[src/rtl/core/bba_pkg.sv]
// bba_pkg: sizes, mark and status codes, controller/datapath interface types
// for the bitmap block allocator. No dependencies.
`timescale 1ns / 1ps

package bba_pkg;

    localparam int NUM_BLOCKS  = 1024;
    localparam int BLOCK_BYTES = 16;    // power of two
    localparam int BLOCK_SHIFT = $clog2(BLOCK_BYTES);
    localparam int HEAP_BYTES  = NUM_BLOCKS * BLOCK_BYTES;

    localparam int ADDR_W   = $clog2(NUM_BLOCKS);
    localparam int CNT_W    = ADDR_W + 1;
    localparam int REQ_W    = 2;
    localparam int SIZE_W   = 16;
    localparam int OFF_W    = 16;
    localparam int STATUS_W = 3;
    localparam int RES_W    = 14;
    localparam int CFG_W    = 11;
    localparam int SUM_W    = SIZE_W + 1;
    localparam int CMP_W    = (CFG_W > CNT_W) ? CFG_W : CNT_W;

    localparam logic [REQ_W-1:0] REQ_ALLOC = 2'd0;
    localparam logic [REQ_W-1:0] REQ_FREE  = 2'd1;
    localparam logic [REQ_W-1:0] REQ_INIT  = 2'd2;

    typedef enum logic [1:0] {
        MARK_FREE = 2'd0,
        MARK_HEAD = 2'd1,
        MARK_FILL = 2'd2,
        MARK_RSVD = 2'd3
    } mark_t;

    typedef enum logic [STATUS_W-1:0] {
        ST_OK       = 3'd0,
        ST_TOO_BIG  = 3'd1,
        ST_FULL     = 3'd2,
        ST_OUTSIDE  = 3'd3,
        ST_RESERVED = 3'd4
    } status_t;

    typedef enum logic [3:0] {
        DP_NONE,
        DP_CLEAR_START,
        DP_CLEAR_STEP,
        DP_SPAN_INIT,
        DP_SPAN_STEP,
        DP_SLOT_READ,
        DP_SLOT_SKIP,
        DP_SCAN_NEXT,
        DP_MARK_HEAD,
        DP_MARK_FILL,
        DP_FREE_READ,
        DP_FREE_CLEAR
    } dp_op_t;

    typedef struct packed {
        dp_op_t  op;
        logic    latch;
        logic    load_out;
        status_t out_status;
        logic    out_alloc;
    } dp_cmd_t;

    typedef struct packed {
        logic  too_big;
        logic  outside;
        logic  span_done;
        logic  span_one;
        logic  slot_fits;
        logic  slot_last;
        logic  cur_last;
        mark_t mark;
    } dp_sts_t;

endpackage

[src/rtl/core/bba_ram.sv]
// bba_ram: generic single-write, single-read RAM with registered read data.
// No dependencies.
`timescale 1ns / 1ps

module bba_ram #(
    parameter int WIDTH = 2,
    parameter int DEPTH = 1024
) (
    input  logic                     clk,
    input  logic                     we,
    input  logic [$clog2(DEPTH)-1:0] waddr,
    input  logic [WIDTH-1:0]         wdata,
    input  logic [$clog2(DEPTH)-1:0] raddr,
    output logic [WIDTH-1:0]         rdata
);

    logic [WIDTH-1:0] mem_reg [DEPTH];
    logic [WIDTH-1:0] rdata_reg;

    always_ff @(posedge clk)
    begin
        if (we)
        begin
            mem_reg[waddr] <= wdata;
        end
        rdata_reg <= mem_reg[raddr];
    end

    assign rdata = rdata_reg;

endmodule

[src/rtl/core/bba_dp.sv]
// bba_dp: allocator datapath - request latch, span/slot/cursor registers,
// mark RAM port control, result register. Depends on bba_pkg.
`timescale 1ns / 1ps

module bba_dp (
    input  logic                               clk,
    input  logic                               rst_n,
    input  bba_pkg::dp_cmd_t                   cmd,
    output bba_pkg::dp_sts_t                   sts,
    input  logic [bba_pkg::SIZE_W-1:0]         size_bytes,
    input  logic [bba_pkg::OFF_W-1:0]          offset_bytes,
    input  logic                               cfg_we,
    input  logic [bba_pkg::CFG_W-1:0]          cfg_wdata,
    output logic                               ram_we,
    output logic [bba_pkg::ADDR_W-1:0]         ram_waddr,
    output logic [1:0]                         ram_wdata,
    output logic [bba_pkg::ADDR_W-1:0]         ram_raddr,
    input  logic [1:0]                         ram_rdata,
    output logic [bba_pkg::STATUS_W-1:0]       status,
    output logic [bba_pkg::RES_W-1:0]          result_offset
);

    logic [bba_pkg::CNT_W-1:0]  cur_reg;
    logic [bba_pkg::CNT_W-1:0]  slot_reg;
    logic [bba_pkg::CNT_W-1:0]  span_reg;
    logic [bba_pkg::SIZE_W-1:0] size_reg;
    logic [bba_pkg::OFF_W-1:0]  offset_reg;
    logic                       fill_rsvd_reg;
    logic [bba_pkg::CFG_W-1:0]  rsvd_cnt_reg;
    bba_pkg::status_t           status_reg;
    logic [bba_pkg::RES_W-1:0]  result_reg;

    logic [bba_pkg::CNT_W-1:0]  cur_plus;
    logic [bba_pkg::SUM_W-1:0]  blocks;
    logic [bba_pkg::ADDR_W-1:0] blk;
    logic [bba_pkg::CNT_W:0]    slot_end;
    bba_pkg::mark_t             clr_mark;

    assign cur_plus = cur_reg + bba_pkg::CNT_W'(1);
    assign blocks   = (bba_pkg::SUM_W'(size_reg) + bba_pkg::SUM_W'(bba_pkg::BLOCK_BYTES - 1))
                      >> bba_pkg::BLOCK_SHIFT;
    assign blk      = bba_pkg::ADDR_W'(offset_reg >> bba_pkg::BLOCK_SHIFT);
    assign slot_end = (bba_pkg::CNT_W+1)'(slot_reg) + (bba_pkg::CNT_W+1)'(span_reg);
    assign clr_mark = (fill_rsvd_reg &&
                       (bba_pkg::CMP_W'(cur_reg) < bba_pkg::CMP_W'(rsvd_cnt_reg)))
                      ? bba_pkg::MARK_RSVD : bba_pkg::MARK_FREE;

    always_comb
    begin
        sts.too_big   = 32'(size_reg) > 32'(bba_pkg::HEAP_BYTES);
        sts.outside   = 32'(offset_reg) >= 32'(bba_pkg::HEAP_BYTES);
        sts.span_done = bba_pkg::SUM_W'(span_reg) >= blocks;
        sts.span_one  = span_reg == bba_pkg::CNT_W'(1);
        sts.slot_fits = slot_end <= (bba_pkg::CNT_W+1)'(bba_pkg::NUM_BLOCKS);
        sts.slot_last = cur_reg == bba_pkg::CNT_W'(slot_end - (bba_pkg::CNT_W+1)'(1));
        sts.cur_last  = cur_reg == bba_pkg::CNT_W'(bba_pkg::NUM_BLOCKS - 1);
        sts.mark      = bba_pkg::mark_t'(ram_rdata);
    end

    always_comb
    begin
        ram_we    = 1'b0;
        ram_waddr = cur_reg[bba_pkg::ADDR_W-1:0];
        ram_wdata = bba_pkg::MARK_FREE;
        ram_raddr = cur_plus[bba_pkg::ADDR_W-1:0];
        case (cmd.op)
            bba_pkg::DP_CLEAR_STEP:
            begin
                ram_we    = 1'b1;
                ram_wdata = clr_mark;
            end
            bba_pkg::DP_MARK_HEAD:
            begin
                ram_we    = 1'b1;
                ram_waddr = slot_reg[bba_pkg::ADDR_W-1:0];
                ram_wdata = bba_pkg::MARK_HEAD;
            end
            bba_pkg::DP_MARK_FILL:
            begin
                ram_we    = 1'b1;
                ram_wdata = bba_pkg::MARK_FILL;
            end
            bba_pkg::DP_FREE_CLEAR:
            begin
                ram_we    = 1'b1;
                ram_wdata = bba_pkg::MARK_FREE;
            end
            bba_pkg::DP_SLOT_READ:
            begin
                ram_raddr = slot_reg[bba_pkg::ADDR_W-1:0];
            end
            bba_pkg::DP_FREE_READ:
            begin
                ram_raddr = blk;
            end
            default:
            begin
                ram_we = 1'b0;
            end
        endcase
    end

    always_ff @(posedge clk or negedge rst_n)
    begin
        if (!rst_n)
        begin
            cur_reg       <= '0;
            fill_rsvd_reg <= 1'b0;
            rsvd_cnt_reg  <= '0;
        end
        else
        begin
            if (cfg_we)
            begin
                rsvd_cnt_reg <= cfg_wdata;
            end
            case (cmd.op)
                bba_pkg::DP_CLEAR_START:
                begin
                    cur_reg       <= '0;
                    fill_rsvd_reg <= 1'b1;
                end
                bba_pkg::DP_CLEAR_STEP,
                bba_pkg::DP_SCAN_NEXT,
                bba_pkg::DP_MARK_FILL,
                bba_pkg::DP_FREE_CLEAR:
                begin
                    cur_reg <= cur_plus;
                end
                bba_pkg::DP_SLOT_READ:
                begin
                    cur_reg <= slot_reg;
                end
                bba_pkg::DP_MARK_HEAD:
                begin
                    cur_reg <= slot_reg + bba_pkg::CNT_W'(1);
                end
                bba_pkg::DP_FREE_READ:
                begin
                    cur_reg <= bba_pkg::CNT_W'(blk);
                end
                default:
                begin
                    cur_reg <= cur_reg;
                end
            endcase
        end
    end

    always_ff @(posedge clk)
    begin
        if (cmd.latch)
        begin
            size_reg   <= size_bytes;
            offset_reg <= offset_bytes;
        end
        case (cmd.op)
            bba_pkg::DP_SPAN_INIT:
            begin
                span_reg <= bba_pkg::CNT_W'(1);
                slot_reg <= '0;
            end
            bba_pkg::DP_SPAN_STEP:
            begin
                span_reg <= span_reg << 1;
            end
            bba_pkg::DP_SLOT_SKIP:
            begin
                slot_reg <= bba_pkg::CNT_W'(slot_end);
            end
            default:
            begin
                span_reg <= span_reg;
            end
        endcase
        if (cmd.load_out)
        begin
            status_reg <= cmd.out_status;
            result_reg <= cmd.out_alloc
                          ? bba_pkg::RES_W'(32'(slot_reg) << bba_pkg::BLOCK_SHIFT) : '0;
        end
    end

    assign status        = status_reg;
    assign result_offset = result_reg;

    a_head_fits: assert property (@(posedge clk) disable iff (!rst_n)
        (cmd.op == bba_pkg::DP_MARK_HEAD) |-> sts.slot_fits)
        else $error("head written for a slot past the heap end");

    a_span_pow2: assert property (@(posedge clk) disable iff (!rst_n)
        (cmd.op == bba_pkg::DP_SLOT_READ) |-> $onehot(span_reg))
        else $error("span is not a power of two");

    a_no_free_rsvd: assert property (@(posedge clk) disable iff (!rst_n)
        (cmd.op == bba_pkg::DP_FREE_CLEAR) |-> (sts.mark != bba_pkg::MARK_RSVD))
        else $error("free walk cleared a reserved block");

endmodule

[src/rtl/core/bba_ctrl.sv]
// bba_ctrl: allocator control FSM - handshakes, request sequencing, datapath
// commands, result hand-off. Depends on bba_pkg.
`timescale 1ns / 1ps

module bba_ctrl (
    input  logic                        clk,
    input  logic                        rst_n,
    input  logic                        in_valid,
    output logic                        in_ready,
    input  logic [bba_pkg::REQ_W-1:0]   req_type,
    output logic                        out_valid,
    input  logic                        out_ready,
    output bba_pkg::dp_cmd_t            cmd,
    input  bba_pkg::dp_sts_t            sts
);

    typedef enum logic [3:0] {
        S_CLEAR,
        S_IDLE,
        S_ACHK,
        S_SPAN,
        S_SLOT,
        S_SCAN,
        S_MARK,
        S_FCHK0,
        S_FCHK,
        S_FWALK,
        S_RESP
    } state_t;

    state_t           state_reg, state_next;
    logic             init_pass_reg, init_pass_next;
    bba_pkg::status_t resp_status_reg, resp_status_next;
    logic             resp_alloc_reg, resp_alloc_next;
    logic             out_valid_reg, out_valid_next;

    logic             fin;
    bba_pkg::status_t fin_status;
    logic             fin_alloc;

    always_comb
    begin
        cmd            = '{op: bba_pkg::DP_NONE, latch: 1'b0, load_out: 1'b0,
                           out_status: bba_pkg::ST_OK, out_alloc: 1'b0};
        state_next     = state_reg;
        init_pass_next = init_pass_reg;
        out_valid_next = out_valid_reg && !out_ready;
        fin            = 1'b0;
        fin_status     = bba_pkg::ST_OK;
        fin_alloc      = 1'b0;
        in_ready       = 1'b0;
        case (state_reg)
            S_CLEAR:
            begin
                cmd.op = bba_pkg::DP_CLEAR_STEP;
                if (sts.cur_last)
                begin
                    if (init_pass_reg)
                    begin
                        fin = 1'b1;
                    end
                    else
                    begin
                        state_next = S_IDLE;
                    end
                end
            end
            S_IDLE:
            begin
                in_ready = 1'b1;
                if (in_valid)
                begin
                    cmd.latch = 1'b1;
                    case (req_type)
                        bba_pkg::REQ_ALLOC: state_next = S_ACHK;
                        bba_pkg::REQ_FREE:  state_next = S_FCHK0;
                        bba_pkg::REQ_INIT:
                        begin
                            cmd.op         = bba_pkg::DP_CLEAR_START;
                            init_pass_next = 1'b1;
                            state_next     = S_CLEAR;
                        end
                        default:            fin = 1'b1;
                    endcase
                end
            end
            S_ACHK:
            begin
                if (sts.too_big)
                begin
                    fin        = 1'b1;
                    fin_status = bba_pkg::ST_TOO_BIG;
                end
                else
                begin
                    cmd.op     = bba_pkg::DP_SPAN_INIT;
                    state_next = S_SPAN;
                end
            end
            S_SPAN:
            begin
                if (sts.span_done)
                begin
                    state_next = S_SLOT;
                end
                else
                begin
                    cmd.op = bba_pkg::DP_SPAN_STEP;
                end
            end
            S_SLOT:
            begin
                if (!sts.slot_fits)
                begin
                    fin        = 1'b1;
                    fin_status = bba_pkg::ST_FULL;
                end
                else
                begin
                    cmd.op     = bba_pkg::DP_SLOT_READ;
                    state_next = S_SCAN;
                end
            end
            S_SCAN:
            begin
                if (sts.mark != bba_pkg::MARK_FREE)
                begin
                    cmd.op     = bba_pkg::DP_SLOT_SKIP;
                    state_next = S_SLOT;
                end
                else if (sts.slot_last)
                begin
                    cmd.op = bba_pkg::DP_MARK_HEAD;
                    if (sts.span_one)
                    begin
                        fin       = 1'b1;
                        fin_alloc = 1'b1;
                    end
                    else
                    begin
                        state_next = S_MARK;
                    end
                end
                else
                begin
                    cmd.op = bba_pkg::DP_SCAN_NEXT;
                end
            end
            S_MARK:
            begin
                cmd.op = bba_pkg::DP_MARK_FILL;
                if (sts.slot_last)
                begin
                    fin       = 1'b1;
                    fin_alloc = 1'b1;
                end
            end
            S_FCHK0:
            begin
                if (sts.outside)
                begin
                    fin        = 1'b1;
                    fin_status = bba_pkg::ST_OUTSIDE;
                end
                else
                begin
                    cmd.op     = bba_pkg::DP_FREE_READ;
                    state_next = S_FCHK;
                end
            end
            S_FCHK:
            begin
                if (sts.mark == bba_pkg::MARK_RSVD)
                begin
                    fin        = 1'b1;
                    fin_status = bba_pkg::ST_RESERVED;
                end
                else
                begin
                    cmd.op = bba_pkg::DP_FREE_CLEAR;
                    if (sts.cur_last)
                    begin
                        fin = 1'b1;
                    end
                    else
                    begin
                        state_next = S_FWALK;
                    end
                end
            end
            S_FWALK:
            begin
                if (sts.mark == bba_pkg::MARK_FILL)
                begin
                    cmd.op = bba_pkg::DP_FREE_CLEAR;
                    fin    = sts.cur_last;
                end
                else
                begin
                    fin = 1'b1;
                end
            end
            S_RESP:
            begin
                if (!out_valid_reg || out_ready)
                begin
                    cmd.load_out   = 1'b1;
                    cmd.out_status = resp_status_reg;
                    cmd.out_alloc  = resp_alloc_reg;
                    out_valid_next = 1'b1;
                    state_next     = S_IDLE;
                end
            end
            default:
            begin
                state_next = S_IDLE;
            end
        endcase

        resp_status_next = resp_status_reg;
        resp_alloc_next  = resp_alloc_reg;
        if (fin)
        begin
            state_next       = S_RESP;
            resp_status_next = fin_status;
            resp_alloc_next  = fin_alloc;
        end
    end

    always_ff @(posedge clk or negedge rst_n)
    begin
        if (!rst_n)
        begin
            state_reg       <= S_CLEAR;
            init_pass_reg   <= 1'b0;
            resp_status_reg <= bba_pkg::ST_OK;
            resp_alloc_reg  <= 1'b0;
            out_valid_reg   <= 1'b0;
        end
        else
        begin
            state_reg       <= state_next;
            init_pass_reg   <= init_pass_next;
            resp_status_reg <= resp_status_next;
            resp_alloc_reg  <= resp_alloc_next;
            out_valid_reg   <= out_valid_next;
        end
    end

    assign out_valid = out_valid_reg;

    a_load_free: assert property (@(posedge clk) disable iff (!rst_n)
        cmd.load_out |-> (!out_valid_reg || out_ready))
        else $error("result register overwritten while still pending");

    a_one_at_a_time: assert property (@(posedge clk) disable iff (!rst_n)
        (in_valid && in_ready) |=> !in_ready)
        else $error("second transaction accepted while busy");

    a_valid_source: assert property (@(posedge clk) disable iff (!rst_n)
        $rose(out_valid_reg) |-> $past(cmd.load_out))
        else $error("out_valid raised without a result load");

endmodule

[src/rtl/core/bitmap_block_allocator.sv]
// bitmap_block_allocator: top level, joins control FSM, datapath and mark RAM.
// Depends on bba_pkg, bba_ctrl, bba_dp, bba_ram.
//
//   channel  handshake              payload
//   in       in_valid / in_ready    req_type, size_bytes, offset_bytes
//   out      out_valid / out_ready  status, result_offset
//   cfg      cfg_we                 cfg_wdata (reserved_blocks)
//
// One transaction at a time; marks live in a 1024 x 2 RAM, one mark per cycle.
// Allocate: size check, span doubling, slot scan, head and fill marking.
// Free: range check, head read, walk over fill marks. Init: full sweep.
// After reset a clearing sweep over all marks runs with in_ready low.
// A pending result stalls only the hand-off; the input is taken when idle.
`timescale 1ns / 1ps

module bitmap_block_allocator (
    input  logic                           clk,
    input  logic                           rst_n,
    input  logic                           in_valid,
    output logic                           in_ready,
    input  logic [bba_pkg::REQ_W-1:0]      req_type,
    input  logic [bba_pkg::SIZE_W-1:0]     size_bytes,
    input  logic [bba_pkg::OFF_W-1:0]      offset_bytes,
    output logic                           out_valid,
    input  logic                           out_ready,
    output logic [bba_pkg::STATUS_W-1:0]   status,
    output logic [bba_pkg::RES_W-1:0]      result_offset,
    input  logic                           cfg_we,
    input  logic [bba_pkg::CFG_W-1:0]      cfg_wdata
);

    bba_pkg::dp_cmd_t            cmd;
    bba_pkg::dp_sts_t            sts;
    logic                        ram_we;
    logic [bba_pkg::ADDR_W-1:0]  ram_waddr;
    logic [1:0]                  ram_wdata;
    logic [bba_pkg::ADDR_W-1:0]  ram_raddr;
    logic [1:0]                  ram_rdata;

    bba_ctrl u_ctrl (
        .clk       (clk),
        .rst_n     (rst_n),
        .in_valid  (in_valid),
        .in_ready  (in_ready),
        .req_type  (req_type),
        .out_valid (out_valid),
        .out_ready (out_ready),
        .cmd       (cmd),
        .sts       (sts)
    );

    bba_dp u_dp (
        .clk           (clk),
        .rst_n         (rst_n),
        .cmd           (cmd),
        .sts           (sts),
        .size_bytes    (size_bytes),
        .offset_bytes  (offset_bytes),
        .cfg_we        (cfg_we),
        .cfg_wdata     (cfg_wdata),
        .ram_we        (ram_we),
        .ram_waddr     (ram_waddr),
        .ram_wdata     (ram_wdata),
        .ram_raddr     (ram_raddr),
        .ram_rdata     (ram_rdata),
        .status        (status),
        .result_offset (result_offset)
    );

    bba_ram #(
        .WIDTH (2),
        .DEPTH (bba_pkg::NUM_BLOCKS)
    ) u_marks (
        .clk   (clk),
        .we    (ram_we),
        .waddr (ram_waddr),
        .wdata (ram_wdata),
        .raddr (ram_raddr),
        .rdata (ram_rdata)
    );

endmodule

[config.mk]
export PLATFORM = sky130hd
export DESIGN_NAME = bitmap_block_allocator
export DESIGN_NICKNAME = d
export VERILOG_FILES = /design/src/rtl/core/bba_pkg.sv /design/src/rtl/core/bba_ram.sv /design/src/rtl/core/bba_dp.sv /design/src/rtl/core/bba_ctrl.sv /design/src/rtl/core/bitmap_block_allocator.sv
export SDC_FILE = /design/constraint.sdc
export NUM_CORES = 2
export LEC_CHECK = 0
export BUFFER_PORTS_ARGS = -buffer_cell sky130_fd_sc_hd__buf_4
export CORE_UTILIZATION = 45
export DETAILED_ROUTE_END_ITERATION = 6
export PLACE_DENSITY = 0.71
export SYNTH_ARGS = -nofsm -noshare
export SYNTH_HDL_FRONTEND = slang
export SYNTH_HIERARCHICAL = 1
export SYNTH_SLANG_ARGS = --single-unit
export TNS_END_PERCENT = 50
[constraint.sdc]
create_clock -name clk -period 50 [get_ports clk]
set_input_delay 7.5 -clock clk [delete_from_list [all_inputs] [get_ports clk]]
set_output_delay 7.5 -clock clk [all_outputs]
set_load 0.1 [all_outputs]
Word level (Yosys, flattened, before mapping)
Memories as Yosys holds them, arrays and structs flattened. A register that Yosys moved wholly into a read port is not among the register bits.
Cells that the tools add are included.
{ "word_totals": {"reg_bits": 104, "ram_bits": 2048, "in_bits": 50, "out_inout_bits": 19, "n_memories": 1} }
{ "mem_list": {"columns": ["memory", "depth", "width", "read_ports", "rd_clocked_by_memory_dff", "wr", "line", "text"], "rows": [
  ["u_marks.mem_reg", 1024, 2, 1, 1, 1, "bba_ram.sv:17", "logic [WIDTH-1:0] mem_reg [DEPTH];"]
]} }
{ "classes": {"add_sub_neg": 5, "order_cmp": 5, "n_eq_ne": 42, "muxes": 64, "n_reduce_logical": 18} }
{ "ops": {"columns": ["op", "n"], "rows": [
  ["4-bit one-hot mux with 10 select lines", 2],
  ["4-bit two-way mux", 19],
  ["11-bit one-hot mux with 5 select lines", 1],
  ["11-bit one-hot mux with 2 select lines", 2],
  ["4-bit by 3-bit == test with 1-bit output (second input constant)", 8],
  ["4-bit == test (second input constant)", 7],
  ["1-bit two-way mux", 23],
  ["11-bit by 1-bit adder with 11-bit output (second input constant)", 2],
  ["10-bit one-hot mux with 2 select lines", 1],
  ["16-bit by 4-bit adder with 17-bit output (second input constant)", 1],
  ["4-bit by 2-bit == test with 1-bit output (second input constant)", 4],
  ["16-bit by 15-bit greater-or-equal comparator with 1-bit output (second input constant)", 1],
  ["16-bit by 15-bit > comparator with 1-bit output (second input constant)", 1],
  ["5-bit two-way mux", 3],
  ["3-bit by 2-bit != test with 1-bit output (second input constant)", 5],
  ["14-bit AND reduction", 1],
  ["11-bit by 13-bit greater-or-equal comparator with 1-bit output", 1],
  ["11-bit by 11-bit adder with 12-bit output", 1],
  ["12-bit by 11-bit <= comparator with 1-bit output (second input constant)", 1],
  ["3-bit one-hot mux with 4 select lines", 1],
  ["4-bit one-hot mux with 3 select lines", 1],
  ["11-bit by 1-bit == test with 1-bit output (second input constant)", 1],
  ["11-bit by 10-bit == test with 1-bit output (second input constant)", 1],
  ["11-bit == test", 1],
  ["other kinds (28)", 45]
]} }

Logic depth before layout (Yosys ltp)
{ "logic_depth": {"ltp_word": 11, "ltp_mapped": 37, "mapped_depth_nobuf": 27} }

Modules after synthesis
Netlist, hierarchy kept.
{ "modules_own_cells": {"columns": ["mod", "n_inst", "cells_per_inst", "area_per_inst_um2", "seq_area_each_um2"], "rows": [
  ["bba_ram", 1, 4793, 83757.8, 61539.0],
  ["bba_dp", 1, 548, 5489.0, 2467.4],
  ["bba_ctrl", 1, 114, 929.6, 250.2]
]} }

Least setup slack after synthesis
No wires, ideal clock.
{ "synth_path": {"path_type": "input to register", "from": "input in_valid", "to": "memory u_marks.mem_reg[0][0], data pin", "t_arrival_ns": 21.990, "required_ns": 44.844, "path_slack_ns": 22.854, "stages": 10, "path_buffers": 3, "path_cell_list": "and2_1 nand3_1 o311a_1 o21ai_0 clkbuf_1 nor2_1 nand2_1 clkbuf_1 clkbuf_1 nand3_1"} }
{ "synth_lines": {"columns": ["element", "line", "text"], "rows": [
  ["start: declaration", "bitmap_block_allocator.sv:19", "input logic in_valid,"],
  ["end: declaration", "bba_ram.sv:17", null]
]} }

==> impl_results.md <==
- Area growth syn-to-layout: 10.58%
- Max incr delay on CP: 800 ps
- CTS H-tree depth: 4
- Grt ovf: 0
- Critical path's most frequent cell: buf_4
- Hpwl dp: 126.9 mm
- Clk Latency, worst-skew pair: 840 ps
- Area leader, netlist: edfxtp_1
- Core area: 0.1982 mm²
- Top FF cell, synth: edfxtp_1
- Yosys warns: 6
- Initial antenna violation count: 5
- Reg2reg end: u_marks/rdata[0]$_DFF_P_
- Setup slack after layout: 34,960 ps
- DRT Wirelength: 228.6 mm
- Die span in x: 449.7 µm
- R2r setup slk: 37,260 ps
- Worst-margin pin slew: 1304 ps
- Synth Cell Area: 0.09018 mm²
- Setup bufs post-CTS: 0
- Detail Route Antenna Nets: 0
- CP cell instances: buf_4 -> and2_1 -> nand3_1 -> o311a_1 -> o21ai_0 -> buf_4 -> nor2b_1 -> and2_1 -> a22oi_1 -> o21ai_4 -> buf_12 -> buf_4 -> buf_4 -> buf_4 -> mux2i_1 -> o221ai_2 -> o22ai_1 -> a2111oi_2 -> o221ai_1 -> nor4_1 -> o22ai_1 -> nand4_1
- Top-area cell type share of the netlist area: 0.7030
- Final estimated routing congestion in global placement: 0.8476
- Post-layout instance area: 0.09972 mm²
- Largest register FFs: 2,048
- RSZ-0062 raised after global routing: no
- Util after Layout: 0.5030
- Clk sink count: 2,146
- Fraction of layout instances using a drive strength above 1: 0.1809
- Setup crit end: u_marks/rdata[0]$_DFF_P_
- Final hold violation count: 0
- Gate Count Post-Synth: 5,455
- Top cells by area, synth: edfxtp_1 (70%), mux4_2 (11%), nor2_1 (4.6%)
- Crit Path Class: in2reg
- CTS clk-pin slew, worst paths: 60 ps
- Critical Path End Type: flop
- Netlist cell types: 101
- Placed cell area: 0.09299 mm²
- Synth Register Bits: 2,146
- Worst min path class: reg2reg
- IO Port Bufs: 60
- CP Max Fanout: 94
- CTS Buf Count: 201
- Setup TNS after final layout: 0 ps
- Initial cell density of the core: 0.4549
- Final cycle utilization of the critical path: 0.3009
- RR Startpoint: u_dp/slot_reg[0]$_SDFFCE_PN0P_
- Fmax: 66.47 MHz
- Crit path from: in_valid
- Status: completed
- Slew headroom: 0.1287
- DR vias: 50,572
- # DRC: 0
- Max Transition Viols Final: 0
- EDFF count, synth: 2,111
- Clock Skews: 45.55 ps
- Clock tree root buffer cell: clkbuf_16
- Avg Synthesized Cell Area: 16.53 µm²
- Post-layout min period: 15,040 ps
- CP required: 50,710 ps
- Sequential area share after synthesis: 0.7126
- Cts repair resizes: 0
- GRT Util Overall: 0.2235
- CTS tree: built
- Hold path start: u_dp/fill_rsvd_reg$_DFFE_PN0P_
- Vias/cell: 6.157
- FF-to-FF path depth: 31
- Setup crit start kind: input port
- Nets: 5,493
- DR iter-0 viols: 6,482
- Slowest cell on the critical path: buf_4
- DR pass1 iterations: 6
- Avg WL per Cell: 27.83 µm
- Die area: 0.2022 mm²
- CTS max path bufs: 3
- Largest net degree at the start of global routing: 277
- Vias in the first global route: 50,694
- Die height: 449.7 µm
- FP Rows: 163
- Final setup fails: 0
- I/O Pins: 69
- Maxcap violations: 0
- Critical Path AT: 15,750 ps
- First-pass GRT wire length: 334.2 mm
- Post-synth ARST share: 0.01538
- # hold bufs at CTS: 0
- Pre-CTS WS: 34,130 ps
==> worst min-delay path by stage <==
stage | endpoint | cells past startpoint
floorplan | u_dp/fill_rsvd_reg$_DFFE_PN0P_ | 1
global placement | u_dp/fill_rsvd_reg$_DFFE_PN0P_ | 1
detailed placement | u_dp/fill_rsvd_reg$_DFFE_PN0P_ | 1
CTS | u_dp/fill_rsvd_reg$_DFFE_PN0P_ | 1
global route | u_ctrl/init_pass_reg$_DFFE_PN0P_ | 1
finish | u_dp/fill_rsvd_reg$_DFFE_PN0P_ | 1
==> synth_stat cells (17+ instances only) <==
master / instances
xor2_1: 17
nor2b_1: 24
nand3_1: 59
o22ai_1: 46
mux4_2: 449
edfxtp_1: 2111
mux2i_1: 205
nand2_1: 169
a22oi_1: 56
nor2_1: 1100
clkbuf_1: 260
ha_1: 36
a21oi_1: 94
xnor2_1: 31
and3_1: 37
a221oi_1: 19
buf_4: 36
buf_2: 27
dfrtp_1: 33
nor3_1: 54
nand2b_1: 18
nor4_1: 19
o221ai_1: 85
o21ai_0: 80
inv_1: 28
and2_1: 28
buf_6: 36
buf_1: 55
==> per-stage QoR <==
stage	hold slack, ps	instances
after global placement	438.7	7843
after floorplan	427.6	5458
after global routing	509.1	8212
final	469.4	8214
after CTS	474.5	8212
after detailed placement	460.1	7843
==> per-layer routing <==
| metal | track usage | wire length [µm] |
|---|---|---|
| met5 | 0 | 27 |
| met4 | 0.07940 | 8327 |
| met3 | 0.04044 | 22240 |
| met2 | 0.3660 | 111400 |
| met1 | 0.3003 | 86540 |
==> cell families (layout without fill, tap and decap cells) <==
group | count (synthesis) | after routing | synth area share
fa+ha+maj | 37 | 37 | 0.005217
simple gates | 1581 | 1581 | 0.07416
flops | 2146 | 2146 | 0.7126
mux | 669 | 669 | 0.1368
other cells | 1 | 6 | 0.00004159
buf+inv | 461 | 575 | 0.02617
xor+xnor | 50 | 50 | 0.005161
compound gates | 510 | 510 | 0.03992
==> cell type report <==
class | instances | area, µm²
fillers | 15912 | 98510
flip-flops and latches | 2146 | 64260
multi-input cells | 2851 | 23930
clock buffers | 237 | 5239
well taps | 2640 | 3303
clock inverters | 132 | 1488
repair buffers | 175 | 1376
inverters | 31 | 118.9
diodes | 2 | 5.005
==> placed cells by master, fill, tap and decap left out, types with 13 or more instances in the layout <==
cell type | synthesis | layout
clkinv_2 | 0 | 44
o21ai_0 | 80 | 72
a22o_1 | 14 | 14
and2_1 | 28 | 27
dfrtp_1 | 33 | 33
a21oi_1 | 94 | 94
clkbuf_1 | 260 | 32
xnor2_1 | 31 | 31
nor2b_1 | 24 | 22
nand4_1 | 15 | 15
ha_1 | 36 | 36
clkbuf_16 | 0 | 204
nand3_1 | 59 | 33
xor2_1 | 17 | 17
a211oi_1 | 14 | 14
nor4_1 | 19 | 19
inv_1 | 28 | 27
nand2b_1 | 18 | 17
mux2_2 | 13 | 13
and3_1 | 37 | 37
o221ai_1 | 85 | 85
edfxtp_1 | 2111 | 2111
nor2_1 | 1100 | 1097
nand2_1 | 169 | 163
clkinv_1 | 2 | 44
bufinv_16 | 0 | 29
a21o_1 | 15 | 15
mux4_2 | 449 | 449
nor3_1 | 54 | 54
a22oi_1 | 56 | 56
nand3_2 | 0 | 14
a221oi_1 | 19 | 19
mux2i_1 | 205 | 205
buf_4 | 36 | 170
a31oi_1 | 13 | 13
o22ai_1 | 46 | 46
==> critical path, delay by kind of cell <==
kind,cells,cell delay [ps]
buffers and inverters,6,3020
muxes,1,200
and+or+nand+nor,6,2410
AOI/OAI and AO/OA,9,2410
Power is not shown: default switching activity piles up to over one toggle a cycle in this logic, so the estimate is an artifact.
